**src/design/l2sh_pkg.sv**
```systemverilog
package l2sh_pkg;

	localparam int NUM_BUCKETS = 64;
	localparam int BKT_W       = $clog2(NUM_BUCKETS);
	// Wide enough for the encoder's unclamped values 0..64
	localparam int ENC_W       = 7;
	localparam logic [ENC_W-1:0] LAST_BKT = ENC_W'(NUM_BUCKETS - 1);
	localparam logic [31:0] CNT_MAX = 32'hFFFF_FFFF;

	localparam logic ACTION_ADD  = 1'b0;
	localparam logic ACTION_READ = 1'b1;

	typedef struct packed {
		logic        action;
		logic [63:0] value;
		logic [5:0]  bucket_select;
	} hist_in_t;

	typedef struct packed {
		logic [5:0]  bucket_index;
		logic [31:0] bucket_count;
		logic [31:0] sample_count;
		logic [63:0] value_sum;
		logic [63:0] min_value;
		logic [63:0] max_value;
	} hist_out_t;

	typedef enum logic [1:0] {
		ST_IDLE,
		ST_LOOKUP,
		ST_UPDATE
	} ctrl_state_t;

	typedef struct packed {
		logic capture;
		logic lookup;
		logic update;
	} dp_cmd_t;

endpackage

```
**src/design/log2_size_histogram_core.sv**
```systemverilog
// A result word is registered after its item word has passed the capture,
// bucket RAM read and read-modify-write steps of the sequencer; a pending result
// can stall the write-back, and no new item word is accepted until it is done.
// Reset (arst_n low) clears all statistics and the per-bucket valid bits at
// once, so every bucket reads zero right after reset with no clearing pass.
module log2_size_histogram_core (
	input  logic                clk,
	input  logic                arst_n,
	input  logic                item_valid,
	output logic                item_ready,
	input  l2sh_pkg::hist_in_t  item,
	output logic                result_valid,
	input  logic                result_ready,
	output l2sh_pkg::hist_out_t result
);
	import l2sh_pkg::*;

	dp_cmd_t cmd;

	// Sequencer: accept a word, look up its bucket, then write back and
	// load the output register once that register is free. The next item
	// word is accepted while a finished result still waits downstream.
	l2sh_ctrl u_ctrl (
		.clk         (clk),
		.arst_n      (arst_n),
		.item_valid  (item_valid),
		.item_ready  (item_ready),
		.result_valid(result_valid),
		.result_ready(result_ready),
		.cmd         (cmd)
	);

	// Datapath: log2 bucket encoder, bucket count RAM with valid bits,
	// saturating counters, wrapping sum, min and max, output register.
	l2sh_datapath u_dp (
		.clk   (clk),
		.arst_n(arst_n),
		.item  (item),
		.cmd   (cmd),
		.result(result)
	);
endmodule

```
**src/design/l2sh_ram.sv**
```systemverilog
module l2sh_ram #(
	parameter int WIDTH = 32,
	parameter int DEPTH = 64
) (
	input  logic                     clk,
	input  logic                     we,
	input  logic [$clog2(DEPTH)-1:0] waddr,
	input  logic [WIDTH-1:0]         wdata,
	input  logic                     re,
	input  logic [$clog2(DEPTH)-1:0] raddr,
	output logic [WIDTH-1:0]         rdata
);
	logic [WIDTH-1:0] mem_q [DEPTH];
	logic [WIDTH-1:0] rdata_q;

	always_ff @(posedge clk) begin
		if (we) begin
			mem_q[waddr] <= wdata;
		end
		if (re) begin
			rdata_q <= mem_q[raddr];
		end
	end

	assign rdata = rdata_q;
endmodule

```
**src/design/l2sh_ctrl.sv**
```systemverilog
module l2sh_ctrl (
	input  logic             clk,
	input  logic             arst_n,
	input  logic             item_valid,
	output logic             item_ready,
	output logic             result_valid,
	input  logic             result_ready,
	output l2sh_pkg::dp_cmd_t cmd
);
	import l2sh_pkg::*;

	ctrl_state_t state_q, state_d;
	logic        out_valid_q, out_valid_d;

	always_ff @(posedge clk or negedge arst_n) begin
		if (!arst_n) begin
			state_q     <= ST_IDLE;
			out_valid_q <= 1'b0;
		end else begin
			state_q     <= state_d;
			out_valid_q <= out_valid_d;
		end
	end

	always_comb begin
		state_d    = state_q;
		cmd        = '0;
		item_ready = 1'b0;
		unique case (state_q)
			ST_IDLE: begin
				item_ready = 1'b1;
				if (item_valid) begin
					cmd.capture = 1'b1;
					state_d     = ST_LOOKUP;
				end
			end
			ST_LOOKUP: begin
				cmd.lookup = 1'b1;
				state_d    = ST_UPDATE;
			end
			ST_UPDATE: begin
				// hold until the output register is free
				if (!out_valid_q || result_ready) begin
					cmd.update = 1'b1;
					state_d    = ST_IDLE;
				end
			end
			default: begin
				state_d = ST_IDLE;
			end
		endcase
		out_valid_d = cmd.update ? 1'b1 : (out_valid_q && !result_ready);
	end

	assign result_valid = out_valid_q;

	a_no_overwrite: assert property (@(posedge clk) disable iff (!arst_n)
		cmd.update |-> (!out_valid_q || result_ready))
		else $error("result overwritten before taken");
	a_capture_then_lookup: assert property (@(posedge clk) disable iff (!arst_n)
		cmd.capture |=> cmd.lookup)
		else $error("lookup did not follow capture");
	a_rise_after_update: assert property (@(posedge clk) disable iff (!arst_n)
		$rose(out_valid_q) |-> $past(cmd.update))
		else $error("result valid without update");
	a_one_cmd: assert property (@(posedge clk) disable iff (!arst_n)
		$onehot0({cmd.capture, cmd.lookup, cmd.update}))
		else $error("overlapping datapath commands");
endmodule

```
**src/design/l2sh_datapath.sv**
```systemverilog
module l2sh_datapath (
	input  logic               clk,
	input  logic               arst_n,
	input  l2sh_pkg::hist_in_t  item,
	input  l2sh_pkg::dp_cmd_t   cmd,
	output l2sh_pkg::hist_out_t result
);
	import l2sh_pkg::*;

	logic        act_q;
	logic [63:0] value_q;
	logic [5:0]  sel_q;

	logic [BKT_W-1:0] idx_q;
	logic             in_range_q;

	logic [NUM_BUCKETS-1:0] valid_q;
	logic [31:0] total_q;
	logic [63:0] sum_q, min_q, max_q;
	hist_out_t   result_q;

	logic [BKT_W-1:0] enc_idx, rd_addr;
	logic [31:0]      ram_rdata, cur_cnt, inc_cnt;
	logic [31:0]      total_d;
	logic [63:0]      sum_d, min_d, max_d;
	logic             do_add;
	hist_out_t        result_d;

	// 0 for zero, else position of top set bit plus one, clamped to last bucket
	function automatic logic [ENC_W-1:0] bucket_of(logic [63:0] v);
		logic [ENC_W-1:0] idx;
		idx = '0;
		for (int i = 0; i < 64; i++) begin
			if (v[i]) begin
				idx = ENC_W'(i + 1);
			end
		end
		if (idx > LAST_BKT) begin
			idx = LAST_BKT;
		end
		return idx;
	endfunction

	always_ff @(posedge clk) begin
		if (cmd.capture) begin
			act_q   <= item.action;
			value_q <= item.value;
			sel_q   <= item.bucket_select;
		end
		if (cmd.lookup) begin
			idx_q      <= rd_addr;
			in_range_q <= (int'(sel_q) < NUM_BUCKETS);
		end
		if (cmd.update) begin
			result_q <= result_d;
		end
	end

	assign enc_idx = BKT_W'(bucket_of(value_q));
	assign rd_addr = (act_q == ACTION_READ) ? BKT_W'(sel_q) : enc_idx;

	l2sh_ram #(
		.WIDTH(32),
		.DEPTH(NUM_BUCKETS)
	) u_bucket_ram (
		.clk  (clk),
		.we   (do_add),
		.waddr(idx_q),
		.wdata(inc_cnt),
		.re   (cmd.lookup),
		.raddr(rd_addr),
		.rdata(ram_rdata)
	);

	always_comb begin
		do_add  = cmd.update && (act_q == ACTION_ADD);
		// a bucket never written reads as zero
		cur_cnt = valid_q[idx_q] ? ram_rdata : 32'd0;
		inc_cnt = (cur_cnt == CNT_MAX) ? cur_cnt : cur_cnt + 32'd1;
		total_d = (total_q == CNT_MAX) ? total_q : total_q + 32'd1;
		sum_d   = sum_q + value_q;
		min_d   = (value_q < min_q) ? value_q : min_q;
		max_d   = (value_q > max_q) ? value_q : max_q;

		if (act_q == ACTION_ADD) begin
			result_d.bucket_index = 6'(idx_q);
			result_d.bucket_count = inc_cnt;
			result_d.sample_count = total_d;
			result_d.value_sum    = sum_d;
			result_d.min_value    = min_d;
			result_d.max_value    = max_d;
		end else begin
			result_d.bucket_index = sel_q;
			result_d.bucket_count = in_range_q ? cur_cnt : 32'd0;
			result_d.sample_count = total_q;
			result_d.value_sum    = sum_q;
			result_d.min_value    = min_q;
			result_d.max_value    = max_q;
		end
	end

	always_ff @(posedge clk or negedge arst_n) begin
		if (!arst_n) begin
			valid_q <= '0;
			total_q <= '0;
			sum_q   <= '0;
			min_q   <= '1;
			max_q   <= '0;
		end else if (do_add) begin
			valid_q[idx_q] <= 1'b1;
			total_q        <= total_d;
			sum_q          <= sum_d;
			min_q          <= min_d;
			max_q          <= max_d;
		end
	end

	assign result = result_q;
endmodule
```
**config.mk**
```make
export PLATFORM = sky130hd
export DESIGN_NAME = log2_size_histogram_core
export DESIGN_NICKNAME = d
export VERILOG_FILES = /design/src/design/l2sh_pkg.sv /design/src/design/log2_size_histogram_core.sv /design/src/design/l2sh_ram.sv /design/src/design/l2sh_ctrl.sv /design/src/design/l2sh_datapath.sv
export SDC_FILE = /design/constraint.sdc
export NUM_CORES = 2
export LEC_CHECK = 0
export ABC_AREA = 1
export BUFFER_PORTS_ARGS = -buffer_cell sky130_fd_sc_hd__buf_4
export CAP_MARGIN = 10
export CORE_MARGIN = 3
export CORE_UTILIZATION = 55
export CTS_CLUSTER_DIAMETER = 60
export DETAILED_ROUTE_END_ITERATION = 16
export PLACE_DENSITY = 0.72
export SYNTH_ARGS = -nofsm -noshare
export SYNTH_HDL_FRONTEND = slang
export SYNTH_SLANG_ARGS = --single-unit
```
**constraint.sdc**
```tcl
create_clock -name clk -period 42.3 [get_ports clk]
set_input_delay 4.23 -clock clk [delete_from_list [all_inputs] [get_ports clk]]
set_output_delay 4.23 -clock clk [all_outputs]
set_load 0.005 [all_outputs]
```
# Word level (Yosys, flattened, before mapping)
# Memory sizes are Yosys's and may differ from the RTL's. A register that Yosys moved wholly into a read port is not among the register bits.
# Index checks and enable logic that the tools add are counted.
# word_totals
ram_bits	2048
n_memories	1
rom_bits	0
latchBits	0
elab_cells	130
input_bits	75
out_inout_bits	264
regBits	630
# classes
shifts	0
bitwise_logic	2
n_mul	0
div	0
n_eq_ne	6
n_lt_le_gt_ge	5
reduce_logical	8
muxes	88
addsub	3
# memory_table
name	words	word_bits	read_ports	rd_clocked_by_memory_dff	wr	line_no	text
u_dp.u_bucket_ram.mem_q	64	32	1	1	1	l2sh_ram.sv:13	logic [WIDTH-1:0] mem_q [DEPTH];
# op_table
op	count
$mux 262	1
$mux 6	34
$mux 64	2
$mux 32	3
$mux 5	16
$add 32x1->32 const B	2
$add 64x64->64	1
$eq 32x32->1 const B	2
$gt 64x64->1	1
$lt 64x64->1	1
$or 64x64->64	1
$mux 4	8
$mux 1	12
$mux 3	4
$mux 2	4
$gt 7x6->1 const B	1
$lt 6x7->1 const B	1
$mux 7	1
$bmux 1 s6	1
$demux 1 s6	1
$ge 6x1->1 const B	1
$pmux 2 s3	1
$logic_and 1x1->1	3
$eq 2x1->1 const B	1
8 further kinds	9

# Logic depth before layout (Yosys ltp)
# logic_depth
ltp_word	67
ltp_mapped	75
mapped_depth_nobuf	73

# Modules after synthesis
# From an unflattened synthesis, not the netlist that was laid out.
# hier_totals
hier_cells	10489
area_unflattened_um2	116452.9
# by_module_without_submodules
mod	seq_area_each_um2	area_per_inst_um2	cells_per_inst	n_inst
l2sh_ram	62459.9	83058.4	6769	1
l2sh_datapath	17466.8	33251.9	3702	1
l2sh_ctrl	75.1	142.6	18	1

# Worst setup path after synthesis
# No wires, ideal clock.
# synth_path
kind	input-to-reg
from	input result_ready
to	memory u_dp.u_bucket_ram.mem_q[34][0], enable pin
t_arrival_ns	27.937
slack_ns	13.941
path_buffers	3
path_stages	11
setup_ns	0.421
required_ns	41.879
path_cell_list	inv_1 > nand2_1 > inv_1 > nor3_1 > nand2_1 > clkbuf_1 > inv_1 > clkbuf_1 > nand2_1 > clkbuf_1 > nor2_1
# synth_lines
item	line_no	text
from (decl)	log2_size_histogram_core.sv:13	input logic result_ready,
to (decl)	l2sh_ram.sv:13	

# Worst setup path in the final report
# layout_path
from	register u_dp.value_q[1]
to	register u_dp.u_bucket_ram.rdata_q[15], in the netlist u_dp.u_bucket_ram.rdata[15] (read register of u_dp.u_bucket_ram.mem_q) (data pin)
# layout_between
elab_chain_len	66
# layout_rtl
item	line_no	text
from (decl)	l2sh_datapath.sv:11	logic [63:0] value_q;
from (signal assigned)	l2sh_datapath.sv:47	value_q <= item.value;
$mux 2 * (2 in a row)	l2sh_datapath.sv:34	if (v[i]) begin
$mux 3 * (4 in a row)	l2sh_datapath.sv:34	
$mux 4 * (8 in a row)	l2sh_datapath.sv:34	
$mux 5 * (16 in a row)	l2sh_datapath.sv:34	
$mux 6 * (32 in a row)	l2sh_datapath.sv:34	
$mux 7 *	l2sh_datapath.sv:34	
$gt 7x6->1	l2sh_datapath.sv:38	if (idx > LAST_BKT) begin
$mux 6 *	l2sh_datapath.sv:38	
$mux 6 *	l2sh_datapath.sv:60	assign rd_addr = (act_q == ACTION_READ) ? BKT_W'(sel_q) : enc_idx;
to (decl)	l2sh_ram.sv:14	logic [WIDTH-1:0] rdata_q;
# Every way passes the cells marked *; elsewhere a longest branch is shown, timed or not.
# A chain may end at the register's enable or synchronous reset.

==> metrics.cfg <==
[placement]
finalWeightedCongestion=0.910
dpl-instance-area_mm2=0.130
pre_cts_slack_ns=32.19
dp_hpwl_mm=195
placedCellCount=14499
io_buffers=338

[min_path]
hold_class=flop to flop

[logic_synthesis]
ys_async_sr_fraction_pct=10.7
synth_common_cells=edfxtp_1 (2419), nand2_1 (2218), nand3_1 (2199), inv_1 (1603), nand3b_1 (704)
synth.avg_cell_area_um2=10.6
synthAdderAreaFrac_pct=1.96
synthFlopType=edfxtp_1
yosysTopAreaCell=edfxtp_1
syn-num-nets=11972
yosysUniqueCellTypes=61
muxShareOfSynthArea_pct=0
yosys_register_bits=2710
syn_area_mm2=0.124
synth_enable_flop_cells=2419
synth-simple-area-share_pct=21.2
synth_top_area_share_pct=58.7
synthTopCellsByArea=edfxtp_1 (59%), nand3_1 (8.9%), nand2_1 (6.7%)
synth_compound_area_share_pct=3.98
synthXorXnorAreaFrac_pct=0.772
yosysMostFrequentCell=edfxtp_1
seq_area_frac_synth_pct=64.7
synth_top_family_by_area=simple AND/OR/NAND/NOR gates
yosysWarnings=0
synthCells=11704

[cells_and_area]
multi_input_area_mm2=0.0357
regArea_mm2=0.0800
finalNonFillerCells=15031
n_fill_cell=17127
finalInstanceArea_mm2=0.139
fin_nets=12098
area_growth_pct=12.4
drive_gt1_share_pct=9.82

[clock_tree]
ctsHoldBuffers=0
clkTransAtPathRegs_ns=0.06
worstSkewPairLatency_ns=0.95
cts.sinks=2710
h-tree-depth=5
cts_tree=done
cts_resized=0
cts_buffers=304
clockBufferDepth=4
root_buffer=clkbuf_16
post_cts_buffers=0

[floorplan]
die_y_um=480
die-area_mm2=0.231
coreArea_mm2=0.223
placementRows=173
initial_core_util_pct=55.5
fp.dieW_um=480
ios=339

[timing]
final-hold-violation-count=0
whs_ns=0.458
finalCritPeriodShare_pct=24.3
min_period_ns=10.28
setup_viol_count_final=0
finalSetupTns_ns=0
rsz0062_at_grt=no
worst_pin_slew_ns=1.36
relSlewSlack_pct=8.52
fin_ws_ns=32.02
finalMaxSlewViolations=0
finClkSkew_ns=0.0551
fmax_ghz=0.0973

[power_and_ir_drop]
powerDensity_mw_per_mm2=58.4
p_leak_uw=0.0557
ir_drop_mv=0.0607

[critical_path]
end_kind=flop
arrival_ns=10.98
cpLargestDelayFamily=simple AND/OR/NAND/NOR gates
crit_path_frequent_cell=nand2_1
slowest_stage=buf_4
slowest_delay_ns=1.00
crit_required_ns=42.99
cp_max_fo=103
cp-start-kind=flop
crit_type=flop to flop
cp_num_buf_inv=6

[detailed_routing]
wl_per_cell_um=23.2
vias_per_cell=5.98
routed_wl_mm=348
dr.first_iter.drc_count=11320
num_vias=89919
drc_errors=2
ant_nets=0
drt_first_pass_iters=14

[flow_run]
cap_violations=0

[run_status]
status=finished, violations left
violations=design-rule violations

[global_route]
grt_max_degree=285
antenna_found_initial=6
grt_pass1_vias=85682
grt_pass1_wl_mm=521
grt_remaining_overflow=0
track_usage_pct=29.5

==> final timing paths <==
check	depth (start not counted)	slack (ns)	to	from
min in group asynchronous	1	3.37	u_dp.sum_q[14]	arst_n
max in group asynchronous	2	37.27	u_dp.valid_q[27]	arst_n
worst max register to register	75	32.02	u_dp.u_bucket_ram.rdata[15]	u_dp.value_q[1]
worst max-delay path	75	32.02	u_dp.u_bucket_ram.rdata[15]	u_dp.value_q[1]
worst min-delay path	2	0.46	u_dp.valid_q[15]	u_dp.valid_q[15]
worst min register to register	2	0.46	u_dp.valid_q[15]	u_dp.valid_q[15]
==> worst register-to-register path, delay by kind of cell (launching register included) <==
kind | cells | cell delay [ns]
flip-flops | 1 | 0.50
AND/OR/NAND/NOR | 69 | 5.10
buffers and inverters | 6 | 4.49
==> cell usage in the layout, fill, tap and decap left out, drive strengths merged, types with 8 or more instances in the layout <==
| cell | Yosys | final |
|---|---|---|
| a211oi | 12 | 12 |
| a21oi | 122 | 122 |
| a31oi | 9 | 9 |
| buf | 407 | 520 |
| bufinv | 0 | 20 |
| clkbuf | 293 | 373 |
| clkinv | 5 | 119 |
| clkinvlp | 0 | 9 |
| dfrtp | 227 | 227 |
| dfstp | 64 | 64 |
| edfxtp | 2419 | 2419 |
| ha | 192 | 192 |
| inv | 1610 | 1621 |
| nand2 | 2228 | 2228 |
| nand3 | 2202 | 2202 |
| nand3b | 704 | 704 |
| nand4 | 31 | 31 |
| nor2 | 181 | 181 |
| nor3 | 52 | 52 |
| nor4 | 23 | 23 |
| o21ai | 697 | 697 |
| o21bai | 8 | 8 |
| o221ai | 8 | 8 |
| o22ai | 14 | 14 |
| or2 | 32 | 32 |
| xnor2 | 36 | 36 |
| xor2 | 73 | 73 |
==> registers in the layout, indices dropped and copies added (netlist names) <==
name                     flops
u_ctrl.result_valid          1
u_ctrl.state_q               2
u_dp.act_q                   1
u_dp.idx_q                   6
u_dp.max_q                  64
u_dp.min_q                  64
u_dp.result                262
u_dp.sel_q                   6
u_dp.sum_q                  64
u_dp.total_q                32
u_dp.u_bucket_ram.mem_q   2048
u_dp.u_bucket_ram.rdata     32
u_dp.valid_q                64
u_dp.value_q                64
==> cells by family after synthesis <==
kind of cell	Yosys count
adders and majority gates	193
xor gates and xnor gates	109
and+or+nand+nor	5459
AOI/OAI and AO/OA	918
buffers and inverters	2315
DFF	2710
==> routing by layer <==
metal | GRT usage, % | vias up | routed length (um)
met5 | 0 | - | 25
met4 | 12.7 | 4 | 16000
met3 | 5.17 | 969 | 39200
met2 | 46.3 | 5494 | 159000
met1 | 40.8 | 43210 | 134000
li1 | - | 40242 | -
==> where the power goes <==
part / leakage, uW / total [uW] / switching, uW / internal (uW)
registers: 0.0256 / 3550 / 153 / 3400
logic: 0.0255 / 2030 / 1440 / 596
clock network: 0.00462 / 2540 / 1050 / 1480
==> area by class of cell <==
cell class | count | share of cell area, %
sequential | 2710 | 57.6
multi-input combinational | 6679 | 25.7
clock buffer | 373 | 5.85
inverter | 1615 | 4.38
timing repair buffer | 520 | 2.90
tap | 2975 | 2.68
clock inverter | 154 | 0.946
antenna | 5 | 0.00900
==> metrics by stage <==
stage | util, % | power, uW
3_3_place_gp | 58.1 | 5520
6_report | 62.3 | 8120
2_1_floorplan | - | 4880
4_1_cts | 62.3 | 8110
3_5_place_dp | 58.1 | 5590
5_1_grt | 62.3 | 8480
Power figures use the tool's default switching activity.
